## src/rtl/core/mfsp_pkg.sv

```systemverilog
package mfsp_pkg;

    localparam int VLQ_MAX_BYTES = 4;
    // Byte counter width: it must hold a full magic or header field (4) and a full VLQ.
    localparam int CNT_W = ($clog2(VLQ_MAX_BYTES + 1) > 3) ? $clog2(VLQ_MAX_BYTES + 1) : 3;

    typedef enum logic [14:0] {
        PH_HMAGIC  = 15'h0001,
        PH_HLEN    = 15'h0002,
        PH_HFMT    = 15'h0004,
        PH_HNTRK   = 15'h0008,
        PH_HDIV    = 15'h0010,
        PH_TMAGIC  = 15'h0020,
        PH_TLEN    = 15'h0040,
        PH_DELTA   = 15'h0080,
        PH_STATUS  = 15'h0100,
        PH_DATA    = 15'h0200,
        PH_MTYPE   = 15'h0400,
        PH_LEN     = 15'h0800,
        PH_PAYLOAD = 15'h1000,
        PH_AFTER   = 15'h2000,
        PH_ERROR   = 15'h4000
    } t_phase;

    localparam logic [3:0] ROLE_HMAGIC  = 4'd0;
    localparam logic [3:0] ROLE_HFIELD  = 4'd1;
    localparam logic [3:0] ROLE_TMAGIC  = 4'd2;
    localparam logic [3:0] ROLE_TLEN    = 4'd3;
    localparam logic [3:0] ROLE_DELTA   = 4'd4;
    localparam logic [3:0] ROLE_STATUS  = 4'd5;
    localparam logic [3:0] ROLE_DATA    = 4'd6;
    localparam logic [3:0] ROLE_MTYPE   = 4'd7;
    localparam logic [3:0] ROLE_LENVLQ  = 4'd8;
    localparam logic [3:0] ROLE_PAYLOAD = 4'd9;
    localparam logic [3:0] ROLE_AFTER   = 4'd10;
    localparam logic [3:0] ROLE_ERROR   = 4'd11;

    localparam logic [3:0] ERR_NONE     = 4'd0;
    localparam logic [3:0] ERR_HMAGIC   = 4'd1;
    localparam logic [3:0] ERR_HLEN     = 4'd2;
    localparam logic [3:0] ERR_TMAGIC   = 4'd3;
    localparam logic [3:0] ERR_DELTA    = 4'd4;
    localparam logic [3:0] ERR_TYPE     = 4'd5;
    localparam logic [3:0] ERR_METALEN  = 4'd6;
    localparam logic [3:0] ERR_SYSEXLEN = 4'd7;
    localparam logic [3:0] ERR_TRKLEN   = 4'd8;

    localparam logic [7:0] ST_META  = 8'hFF;
    localparam logic [7:0] ST_SYSEX = 8'hF0;
    localparam logic [7:0] ST_ESC   = 8'hF7;
    localparam logic [7:0] META_EOT = 8'h2F;
    localparam logic [27:0] REM_SAT = 28'h0FFFFFFF;

    function automatic logic [7:0] head_magic(input logic [1:0] idx);
        case (idx)
            2'd0:    head_magic = 8'h4D;
            2'd1:    head_magic = 8'h54;
            2'd2:    head_magic = 8'h68;
            default: head_magic = 8'h64;
        endcase
    endfunction

    function automatic logic [7:0] trk_magic(input logic [1:0] idx);
        case (idx)
            2'd0:    trk_magic = 8'h4D;
            2'd1:    trk_magic = 8'h54;
            2'd2:    trk_magic = 8'h72;
            default: trk_magic = 8'h6B;
        endcase
    endfunction

    // Channel messages with a single data byte: program change, channel pressure.
    function automatic logic one_data(input logic [7:0] st);
        one_data = (st[7:4] == 4'hC) || (st[7:4] == 4'hD);
    endfunction

endpackage

```

## src/rtl/core/midi_file_stream_parser_core.sv

```systemverilog
// The result item of each accepted input item is registered in the output register.
// Throughput: one item per cycle while the output is not stalled; the parse state updates in a single registered step.
// The output register is reloaded whenever it is empty or being taken, so a stall on the
// output side stalls the input side in the same cycle.
// Synchronous active-low reset returns the parser to the header magic and sets strict
// checking; a restart flag on an item clears the parse state but keeps the register.
module midi_file_stream_parser_core import mfsp_pkg::*; (
    input  logic        i_clk,
    input  logic        i_rst_n,
    input  logic        i_cfg_valid,
    output logic        o_cfg_ready,
    input  logic        i_cfg_data,        // strict_checks
    input  logic        s_axis_tvalid,
    output logic        s_axis_tready,
    input  logic [7:0]  s_axis_tdata,      // file_byte
    input  logic        s_axis_tuser,      // restart
    output logic        m_axis_tvalid,
    input  logic        m_axis_tready,
    output logic [63:0] m_axis_tdata,      // byte_echo, role, field_index, effective_status,
                                           // running_used, value, value_valid, event_end,
                                           // track_end, file_end, error, zero pad
    output logic        m_axis_tuser       // unused flag, always zero
);

    logic             r_strict;
    t_phase           r_phase, n_phase;
    logic [CNT_W-1:0] r_cnt, n_cnt;
    logic [31:0]      r_acc, n_acc;
    logic [7:0]       r_rs, n_rs;
    logic [15:0]      r_ntrk, n_ntrk;
    logic [15:0]      r_done, n_done;
    logic [31:0]      r_tlen, n_tlen;
    logic [31:0]      r_seen, n_seen;
    logic [27:0]      r_rem, n_rem;
    logic [7:0]       r_mkind, n_mkind;
    logic [3:0]       r_err, n_err;
    logic             r_evrun, n_evrun;

    logic        r_ovalid;
    logic [62:0] r_odata;

    logic        accept;
    logic [7:0]  b;
    logic [3:0]  o_role;
    logic [1:0]  o_fidx;
    logic [7:0]  o_eff;
    logic        o_ru, o_vv, o_ev, o_te, o_fe;
    logic [31:0] o_val;

    // Current view of the state, reset to the start of file when the item carries a restart.
    t_phase           c_phase;
    logic [CNT_W-1:0] c_cnt;
    logic [31:0]      c_acc;
    logic [7:0]       c_rs;
    logic [15:0]      c_ntrk, c_done;
    logic [31:0]      c_tlen, c_seen;
    logic [27:0]      c_rem;
    logic [7:0]       c_mkind;
    logic [3:0]       c_err;
    logic             c_evrun;

    logic [31:0]      acc8, acc7;
    logic [CNT_W-1:0] cnt1;
    logic [27:0]      rem_dec;
    logic [15:0]      done1;

    assign o_cfg_ready   = 1'b1;
    assign s_axis_tready = !r_ovalid || m_axis_tready;
    assign accept        = s_axis_tvalid && s_axis_tready;
    assign b             = s_axis_tdata;

    always_comb begin
        if (s_axis_tuser) begin
            c_phase = PH_HMAGIC; c_cnt = '0; c_acc = '0; c_rs = '0; c_ntrk = '0;
            c_done = '0; c_tlen = '0; c_seen = '0; c_rem = '0; c_mkind = '0;
            c_err = ERR_NONE; c_evrun = 1'b0;
        end else begin
            c_phase = r_phase; c_cnt = r_cnt; c_acc = r_acc; c_rs = r_rs; c_ntrk = r_ntrk;
            c_done = r_done; c_tlen = r_tlen; c_seen = r_seen; c_rem = r_rem;
            c_mkind = r_mkind; c_err = r_err; c_evrun = r_evrun;
        end
    end

    assign acc8    = {c_acc[23:0], b};
    assign acc7    = {c_acc[24:0], b[6:0]};
    assign cnt1    = c_cnt + CNT_W'(1);
    assign rem_dec = (c_rem != '0) ? c_rem - 28'd1 : c_rem;
    assign done1   = c_done + 16'd1;

    always_comb begin
        n_phase = c_phase; n_cnt = c_cnt; n_acc = c_acc; n_rs = c_rs; n_ntrk = c_ntrk;
        n_done = c_done; n_tlen = c_tlen; n_seen = c_seen; n_rem = c_rem;
        n_mkind = c_mkind; n_err = c_err; n_evrun = c_evrun;
        o_role = ROLE_ERROR; o_fidx = '0; o_eff = '0; o_ru = 1'b0; o_val = '0;
        o_vv = 1'b0; o_ev = 1'b0; o_te = 1'b0; o_fe = 1'b0;

        // Event end is handled at the bottom so that every closing path shares it.
        case (c_phase)
            PH_HMAGIC, PH_TMAGIC: begin
                o_role = (c_phase == PH_HMAGIC) ? ROLE_HMAGIC : ROLE_TMAGIC;
                if (b != ((c_phase == PH_HMAGIC) ? head_magic(c_cnt[1:0])
                                                  : trk_magic(c_cnt[1:0]))) begin
                    n_err   = (c_phase == PH_HMAGIC) ? ERR_HMAGIC : ERR_TMAGIC;
                    n_phase = PH_ERROR;
                end else if (cnt1 >= CNT_W'(4)) begin
                    n_cnt = '0; n_acc = '0;
                    n_phase = (c_phase == PH_HMAGIC) ? PH_HLEN : PH_TLEN;
                end else begin
                    n_cnt = cnt1;
                end
            end
            PH_HLEN, PH_HFMT, PH_HNTRK, PH_HDIV: begin
                o_role = ROLE_HFIELD;
                case (c_phase)
                    PH_HLEN:  o_fidx = 2'd0;
                    PH_HFMT:  o_fidx = 2'd1;
                    PH_HNTRK: o_fidx = 2'd2;
                    default:  o_fidx = 2'd3;
                endcase
                n_acc = acc8;
                n_cnt = cnt1;
                if (cnt1 >= ((c_phase == PH_HLEN) ? CNT_W'(4) : CNT_W'(2))) begin
                    o_vv = 1'b1; o_val = acc8; n_cnt = '0; n_acc = '0;
                    case (c_phase)
                        PH_HLEN: begin
                            if (acc8 != 32'd6) begin
                                n_err = ERR_HLEN; n_phase = PH_ERROR;
                            end else begin
                                n_phase = PH_HFMT;
                            end
                        end
                        PH_HFMT: n_phase = PH_HNTRK;
                        PH_HNTRK: begin
                            n_ntrk = acc8[15:0]; n_phase = PH_HDIV;
                        end
                        default: begin
                            if (c_ntrk == '0) begin
                                o_fe = 1'b1; n_phase = PH_AFTER;
                            end else begin
                                n_phase = PH_TMAGIC;
                            end
                        end
                    endcase
                end
            end
            PH_TLEN: begin
                o_role = ROLE_TLEN;
                n_acc = acc8;
                n_cnt = cnt1;
                if (cnt1 >= CNT_W'(4)) begin
                    o_vv = 1'b1; o_val = acc8; n_tlen = acc8; n_seen = '0;
                    n_rs = '0; n_evrun = 1'b0; n_cnt = '0; n_acc = '0;
                    n_phase = PH_DELTA;
                end
            end
            PH_DELTA: begin
                o_role = ROLE_DELTA;
                n_seen = c_seen + 32'd1;
                n_acc = acc7;
                n_cnt = cnt1;
                if (!b[7] || cnt1 >= CNT_W'(VLQ_MAX_BYTES)) begin
                    if (b[7] && r_strict) begin
                        n_err = ERR_DELTA; n_phase = PH_ERROR;
                    end else begin
                        o_vv = 1'b1; o_val = acc7; n_phase = PH_STATUS;
                    end
                    n_cnt = '0; n_acc = '0;
                end
            end
            PH_STATUS: begin
                o_role = ROLE_STATUS;
                n_seen = c_seen + 32'd1;
                if (!b[7]) begin
                    if (c_rs == '0 || c_rs[7:4] == 4'hF) begin
                        n_err = ERR_TYPE; n_phase = PH_ERROR;
                    end else begin
                        o_role = ROLE_DATA; o_eff = c_rs; o_ru = 1'b1; n_evrun = 1'b1;
                        if (one_data(c_rs)) begin
                            o_ev = 1'b1;
                        end else begin
                            n_rem = 28'd1; n_phase = PH_DATA;
                        end
                    end
                end else begin
                    n_evrun = 1'b0;
                    o_eff = b;
                    if (b[7:4] == 4'hF) begin
                        if (b == ST_META) begin
                            n_rs = b; n_phase = PH_MTYPE;
                        end else if (b == ST_SYSEX || b == ST_ESC) begin
                            n_rs = b; n_mkind = '0; n_acc = '0; n_cnt = '0;
                            n_phase = PH_LEN;
                        end else begin
                            n_err = ERR_TYPE; n_phase = PH_ERROR;
                        end
                    end else begin
                        n_rs = b;
                        n_rem = one_data(b) ? 28'd1 : 28'd2;
                        n_phase = PH_DATA;
                    end
                end
            end
            PH_DATA: begin
                o_role = ROLE_DATA;
                n_seen = c_seen + 32'd1;
                o_eff = c_rs; o_ru = c_evrun;
                n_rem = rem_dec;
                o_ev = (rem_dec == '0);
            end
            PH_MTYPE: begin
                o_role = ROLE_MTYPE;
                n_seen = c_seen + 32'd1;
                o_eff = c_rs; n_mkind = b; n_acc = '0; n_cnt = '0;
                n_phase = PH_LEN;
            end
            PH_LEN: begin
                o_role = ROLE_LENVLQ;
                n_seen = c_seen + 32'd1;
                o_eff = c_rs;
                n_acc = acc7;
                n_cnt = cnt1;
                if (!b[7]) begin
                    o_vv = 1'b1; o_val = acc7;
                    n_rem = (acc7 > 32'(REM_SAT)) ? REM_SAT : acc7[27:0];
                    n_cnt = '0; n_acc = '0;
                    if (acc7 == '0) o_ev = 1'b1;
                    else n_phase = PH_PAYLOAD;
                end else if (cnt1 >= CNT_W'(VLQ_MAX_BYTES)) begin
                    n_err = (c_rs == ST_META) ? ERR_METALEN : ERR_SYSEXLEN;
                    n_phase = PH_ERROR;
                end
            end
            PH_PAYLOAD: begin
                o_role = ROLE_PAYLOAD;
                n_seen = c_seen + 32'd1;
                o_eff = c_rs;
                n_rem = rem_dec;
                o_ev = (rem_dec == '0);
            end
            PH_AFTER: o_role = ROLE_AFTER;
            default: begin
                o_role = ROLE_ERROR; n_phase = PH_ERROR;
            end
        endcase

        if (o_ev) begin
            n_phase = PH_DELTA; n_acc = '0; n_cnt = '0;
            if (c_rs == ST_META && n_mkind == META_EOT) begin
                o_te = 1'b1;
                if (r_strict && n_seen != c_tlen) begin
                    n_err = ERR_TRKLEN; n_phase = PH_ERROR;
                end else begin
                    n_done = done1;
                    if (done1 == c_ntrk) begin
                        o_fe = 1'b1; n_phase = PH_AFTER;
                    end else begin
                        n_phase = PH_TMAGIC;
                    end
                end
            end
        end
    end

    always_ff @(posedge i_clk) begin
        if (!i_rst_n) begin
            r_strict <= 1'b1;
            r_phase <= PH_HMAGIC; r_cnt <= '0; r_acc <= '0; r_rs <= '0; r_ntrk <= '0;
            r_done <= '0; r_tlen <= '0; r_seen <= '0; r_rem <= '0; r_mkind <= '0;
            r_err <= ERR_NONE; r_evrun <= 1'b0;
            r_ovalid <= 1'b0;
        end else begin
            if (i_cfg_valid) r_strict <= i_cfg_data;
            if (accept) begin
                r_phase <= n_phase; r_cnt <= n_cnt; r_acc <= n_acc; r_rs <= n_rs;
                r_ntrk <= n_ntrk; r_done <= n_done; r_tlen <= n_tlen; r_seen <= n_seen;
                r_rem <= n_rem; r_mkind <= n_mkind; r_err <= n_err; r_evrun <= n_evrun;
                r_ovalid <= 1'b1;
            end else if (m_axis_tready) begin
                r_ovalid <= 1'b0;
            end
        end
    end

    always_ff @(posedge i_clk) begin
        if (accept) begin
            r_odata <= {n_err, o_fe, o_te, o_ev, o_vv, o_val, o_ru, o_eff, o_fidx, o_role, b};
        end
    end

    assign m_axis_tvalid = r_ovalid;
    assign m_axis_tdata  = {1'b0, r_odata};
    assign m_axis_tuser  = 1'b0;

    // After an error every later item carries that error until restart.
    a_err_sticky: assert property (@(posedge i_clk) disable iff (!i_rst_n)
        (accept && !s_axis_tuser && r_err != ERR_NONE) |-> (n_err == r_err))
        else $error("sticky error changed without restart");
    a_err_phase: assert property (@(posedge i_clk) disable iff (!i_rst_n)
        (r_err != ERR_NONE) |-> (r_phase == PH_ERROR))
        else $error("error code held outside error phase");
    a_onehot: assert property (@(posedge i_clk) disable iff (!i_rst_n)
        $onehot(r_phase))
        else $error("phase lost one-hot encoding");
    a_te_ev: assert property (@(posedge i_clk) disable iff (!i_rst_n)
        (accept && o_te) |-> o_ev)
        else $error("track end without event end");
    a_hold: assert property (@(posedge i_clk) disable iff (!i_rst_n)
        (r_ovalid && !m_axis_tready) |=> $stable(r_odata))
        else $error("output changed while stalled");

endmodule
```

## config.mk

```make
export PLATFORM = sky130hd
export DESIGN_NAME = midi_file_stream_parser_core
export DESIGN_NICKNAME = d
export VERILOG_FILES = /design/src/rtl/core/mfsp_pkg.sv /design/src/rtl/core/midi_file_stream_parser_core.sv
export SDC_FILE = /design/constraint.sdc
export NUM_CORES = 1
export LEC_CHECK = 0
export BUFFER_PORTS_ARGS = -buffer_cell sky130_fd_sc_hd__buf_2
export CAP_MARGIN = 15
export CORE_ASPECT_RATIO = 1.75
export CORE_MARGIN = 4
export CORE_UTILIZATION = 28
export DETAILED_ROUTE_END_ITERATION = 8
export PLACE_DENSITY_LB_ADDON = 0.3
export RECOVER_POWER = 100
export SLEW_MARGIN = 40
export SYNTH_ARGS = -nofsm -noshare
export SYNTH_HDL_FRONTEND = slang
export SYNTH_SLANG_ARGS = --single-unit
```

## constraint.sdc

```tcl
create_clock -name i_clk -period 5.35 [get_ports i_clk]
set_clock_uncertainty 0.05 [all_clocks]
set_input_delay 0.535 -clock i_clk [delete_from_list [all_inputs] [get_ports i_clk]]
set_output_delay 0.535 -clock i_clk [all_outputs]
set_load 0.1 [all_outputs]
```

Word-level counts from Yosys, hierarchy flattened
Index checks and enable logic that the tools add are counted.
{"block": "word_totals", "ff_bits": 260, "input_bits": 15, "out_inout_bits": 68, "wordCells": 239}
{"block": "op_classes", "addsub": 4, "order_cmp": 3, "eq_ne": 31, "muxes": 158, "reduce_logical": 26}
{"cell": "$mux W32", "n": 22}
{"cell": "$mux W15", "n": 20}
{"cell": "$mux W28", "n": 8}
{"cell": "$pmux W32 S7", "n": 1}
{"cell": "$mux W16", "n": 8}
{"cell": "$mux W8", "n": 16}
{"cell": "$pmux W32 S4", "n": 1}
{"cell": "$pmux W15 S8", "n": 1}
{"cell": "$pmux W28 S3", "n": 1}
{"cell": "$mux W4", "n": 17}
{"cell": "$pmux W32 S2", "n": 1}
{"cell": "$pmux W8 S2", "n": 3}
{"cell": "$pmux W15 S3", "n": 1}
{"cell": "$pmux W4 S10", "n": 1}
{"cell": "$mux W3", "n": 12}
{"cell": "$pmux W6 S3", "n": 2}
{"cell": "$add A32 B1 Y32 const B", "n": 1}
{"cell": "$eq A8 B8 Y1 const B", "n": 4}
{"cell": "$gt A32 B28 Y1 const B", "n": 1}
{"cell": "$logic_not A32 Y1", "n": 1}
{"cell": "$ne A32 B3 Y1 const B", "n": 1}
{"cell": "$ne A32 B32 Y1", "n": 1}
{"cell": "$logic_not A28 Y1", "n": 1}
{"cell": "$mux W1", "n": 28}
{"cell": "46 further kinds", "n": 69}

Longest topological paths before layout
{"block": "depth", "word_depth": 11, "mapped_depth": 23, "depth_no_buf": 15}

Worst setup path after synthesis
OpenSTA, ideal clock, no wires.
{"block": "synth_timing", "path_type": "input to register", "from": "in s_axis_tuser", "to": "reg r_done[5]", "setup_time_ns": 0.072, "arrival_ns": 5.262, "required_time_ns": 5.228, "setup_slack_ns": -0.033, "path_stages": 21, "n_path_buf": 9, "path_cell_list": "clkbuf_1 buf_2 inv_1 clkbuf_1 buf_1 clkbuf_1 buf_1 clkbuf_1 nand2_1 ha_1 clkbuf_1 o2111ai_1 mux2_2 a2111oi_0 nand4_1 o31a_1 inv_1 nand2_1 buf_1 nor4_1 mux2i_1"}
{"block": "synth_between", "elab_cells_between_ends": 54, "classes_between": "add/sub: 4; order compare: 1; eq/ne: 13; mux: 26; reduce/logical: 10"}
{"element": "start: declaration", "line": "midi_file_stream_parser_core.sv:16", "source": "input logic s_axis_tuser,"}
{"element": "branches (longest 6 deep; another with $sub A28 B1 Y28)"}
{"element": "$pmux W1 S3 *", "line": "midi_file_stream_parser_core.sv:98", "source": "case (c_phase)"}
{"element": "named net o_ev", "line": "midi_file_stream_parser_core.sv:47", "source": "logic o_ru, o_vv, o_ev, o_te, o_fe;"}
{"element": "$mux W16 *", "line": "midi_file_stream_parser_core.sv:246", "source": "if (o_ev) begin"}
{"element": "end signal: assignment", "line": "midi_file_stream_parser_core.sv:275", "source": "r_ntrk <= n_ntrk; r_done <= n_done; r_tlen <= n_tlen; r_seen <= n_seen;"}
{"element": "end: declaration", "line": "midi_file_stream_parser_core.sv:31", "source": "logic [15:0] r_done, n_done;"}
Mark *: on every way through the listed nets, which the timed path passes.
A chain may end at the register's enable or synchronous reset.

Worst setup path after layout
{"block": "layout_timing", "from": "reg r_phase[1]", "to": "reg r_done[13]"}
{"block": "layout_between", "elab_chain_len": 9, "elab_cells_between_ends": 20, "classes_between": "eq/ne: 9; mux: 7; reduce/logical: 4"}
{"element": "start: declaration", "line": "midi_file_stream_parser_core.sv:26", "source": "t_phase r_phase, n_phase;"}
{"element": "start signal: assignment", "line": "midi_file_stream_parser_core.sv:274", "source": "r_phase <= n_phase; r_cnt <= n_cnt; r_acc <= n_acc; r_rs <= n_rs;"}
{"element": "$mux W15 *", "line": "midi_file_stream_parser_core.sv:73", "source": "if (s_axis_tuser) begin"}
{"element": "$eq A15 B12 Y1 (tied with other cells)", "line": "midi_file_stream_parser_core.sv:98"}
{"element": "$reduce_or A6 Y1 (no line)"}
{"element": "$pmux W32 S2", "line": "midi_file_stream_parser_core.sv:98"}
{"element": "$ne A32 B32 Y1", "line": "midi_file_stream_parser_core.sv:250", "source": "if (r_strict && n_seen != c_tlen) begin"}
{"element": "$logic_and A1 B1 Y1", "line": "midi_file_stream_parser_core.sv:250"}
{"element": "$mux W16", "line": "midi_file_stream_parser_core.sv:250"}
{"element": "$mux W16", "line": "midi_file_stream_parser_core.sv:248", "source": "if (c_rs == ST_META && n_mkind == META_EOT) begin"}
{"element": "$mux W16 *", "line": "midi_file_stream_parser_core.sv:246"}
Every way passes the cells marked *; elsewhere a longest branch is shown, timed or not.

==> results.json <==
{
  "ctsHoldBuffers": 0,
  "htreeDepth": 1,
  "fp.dieH_um": 323.8,
  "final.min_clock_period_ns": 4.985,
  "numPortBuffers": 79,
  "tightest_slew_ns": 3.704,
  "holdWs_ns": 0.1239,
  "route.detailed.drc": 0,
  "numCtsBuffers": 28,
  "critPathKind": "flip-flop to flip-flop",
  "dp_hpwl_um": 57620,
  "synth_top_area_share_pct": 23.84,
  "ys_warn_count": 0,
  "synthTopCellsByCount": "243 x nor2_1, 190 x dfxtp_1, 171 x nand2_1",
  "critPathLaunchType": "flip-flop",
  "dieArea_um2": 61030,
  "n_fill_cell": 6084,
  "cp.required_ns": 5.80,
  "combPwrFrac_pct": 13.1,
  "grt_max_degree": 83,
  "clkSinkCount": 253,
  "final.setup.tns_ns": 0,
  "outcome": "finished with violations",
  "cts_setup_buffers": 0,
  "ctsResizeCount": 0,
  "gp_congestion": 1.066,
  "max_freq_ghz": 0.2006,
  "std_cell_rows": 115,
  "grt_pass1_wl_um": 112300,
  "cts_tree": "done",
  "grt_pass1_vias": 17082,
  "p_leak_uw": 0.006204,
  "hold_viol_final": 0,
  "maxSlewHeadroom_pct": -146.9,
  "insertion_delay_ns": 0.58,
  "p_total_uw": 4753,
  "drv_cap": 6,
  "syn_area_um2": 15960,
  "clock-root-buffer": "clkbuf_16",
  "hp-class": "input port to flip-flop",
  "seq_area_frac_synth_pct": 35.69,
  "ant_nets": 0,
  "peakVddDrop_mv": 0.2389,
  "syn_inst": 2049,
  "crit_fanout": 10,
  "swShare_pct": 29.15,
  "routedWlPerCell_um": 26.11,
  "period_share_pct": 93.18,
  "p_int_uw": 3367,
  "yosysMostFrequentCell": "nor2_1",
  "ys.flop_type": "dfxtp_1",
  "drtPass1Iterations": 7,
  "yosysUniqueCellTypes": 91,
  "yosysTopAreaCell": "dfxtp_1",
  "violations": "max-capacitance violations, max-slew violations",
  "fp.dieW_um": 188.5,
  "end_kind": "flip-flop",
  "power.density_nw_per_um2": 255.2,
  "finalWirelength_um": 76450,
  "pin_count": 83,
  "cp_data_arrival_time_ns": 5.44,
  "synthToLayoutAreaGrowth_pct": 16.72,
  "synth.avg_cell_area_um2": 7.788,
  "yosys-top-cells-area": "dfxtp_1 24%, edfxtp_1 12%, nor2_1 5.7%, a21oi_1 4.9%, a22oi_1 4.7%",
  "start_util_pct": 28.29,
  "num_antenna_cells": 0,
  "synth_edf_count": 63,
  "rsz0062_at_grt": "false",
  "grtUsageTotal_pct": 24.07,
  "overflow": 0,
  "clk_pin_slew_ns": 0.06,
  "power.share.sequential_pct": 42.4,
  "routed-via-count": 17656,
  "setup_violations": 0,
  "core_area_um2": 56400,
  "netSwitchingPower_uw": 1385,
  "antenna_found_initial": 0,
  "avgViaCountPerCell": 6.030,
  "postSynth.asyncResetShare_pct": 0,
  "synth_seq_cells": 253,
  "nets": 2169,
  "drive_gt1_share_pct": 10.29,
  "clk_path_buf_depth": 3,
  "finalMaxSlewViolations": 211,
  "pwr-share-clk_pct": 44.5,
  "drt_iter0_drc": 1694
}
## worst paths after layout
| kind | startpoint | to | slack [ns] | depth (start not counted) |
|---|---|---|---|---|
| max | r_phase[1] | r_done[13] | 0.36 | 13 |
| min | i_cfg_data | r_strict | 0.12 | 3 |
| max reg2reg | r_phase[1] | r_done[13] | 0.36 | 13 |
| min reg2reg | r_done[1] | r_done[1] | 0.41 | 2 |
## layout make-up
class	instances	area, um2	area share, %
tap	760	950.9	5.105
clock buffer	37	805.8	4.326
inverter	48	182.7	0.9808
sequential	253	5695	30.58
multi-input combinational	1586	9433	50.64
timing repair buffer	229	1369	7.349
clock inverter	15	188.9	1.014
## layer usage
layer | up-vias | global-route usage, % | wire length, um
li1 | 7892 | - | -
met1 | 8586 | 25.24 | 26470
met2 | 882 | 44.31 | 38800
met3 | 296 | 2.606 | 4367
met4 | 0 | 17.66 | 6806
met5 | - | 0 | 0
## per-stage QoR
stage / util (%) / worst slack, ns / cell area (um2) / instances
finish: 33.02 / 0.3650 / 18630 / 2928
detailed placement: 31.69 / 0.1997 / 17870 / 2876
global placement: 31.65 / 0.2682 / 17850 / 2876
global route: 33.02 / 0.1546 / 18630 / 2928
CTS: 33.45 / 0.4867 / 18870 / 2928
floorplan: - / 0.04979 / 15960 / 2050
## state kept, by name, summed over array words and instances (netlist names), 3 cells and up
name	cells
r_acc	25
r_cnt	3
r_done	16
r_err	4
r_mkind	8
r_ntrk	16
r_odata	63
r_phase	15
r_rem	28
r_rs	8
r_seen	32
r_tlen	32
## power groups by stage
stage          clock, uW  sequential, uW  combinational [uW]
2_1_floorplan          0            2220                 270
3_3_place_gp           0            2050                 629
3_5_place_dp           0            2050                 633
4_1_cts             2160            2010                 634
5_1_grt             2230            2020                 655
6_report            2120            2010                 624
## cell usage in the layout, fill, tap and decap left out, drive strengths merged, types with 8 or more instances in the layout
cell type  synthesis  final
a211oi            13     13
a21o              10     10
a21oi            157    157
a22o              38     38
a22oi             99     99
a31oi             23     23
and2              24     24
and3              13     13
buf               23    133
clkbuf           140    133
clkinv             3     11
dfxtp            190    190
edfxtp            63     63
ha                 8      8
inv               45     44
mux2i             14     14
nand2            171    171
nand2b            15     15
nand3             65     65
nand4             48     48
nor2             243    243
nor2b             42     42
nor3              76     76
nor4              60     60
o2111ai            9      9
o211ai            23     23
o21ai            145    145
o221ai             9      9
o22ai             10     10
o31ai             12     12
or3               31     31
or4               21     21
xnor2             31     31
xor2              23     23
## cell families (layout without fill, tap and decap cells)
family                     Yosys count  after routing  share of synthesized area, %
AOI/OAI and AO/OA                  655            655                         27.61
xor gates and xnor gates            54             54                         2.964
adders and majority gates            8              8                        0.6273
buffers and inverters              211            329                         5.238
DFF                                253            253                         35.69
muxes                               15             15                        0.9487
other                                2              3                       0.04706
and+or+nand+nor                    851            851                         26.88
## critical path: stages (launching register included)
cell,delay (ns)
dfxtp_1,0.40
or4_1,0.65
or3_1,0.36
buf_4,0.18
nor3_2,0.31
o31a_1,0.46
o21ai_0,0.24
xor2_1,0.19
a211o_1,0.28
o41a_1,0.43
o41a_1,0.52
buf_4,0.22
nor4_1,0.38
mux2i_1,0.23
No activity file was read; power rests on OpenSTA's default activity.
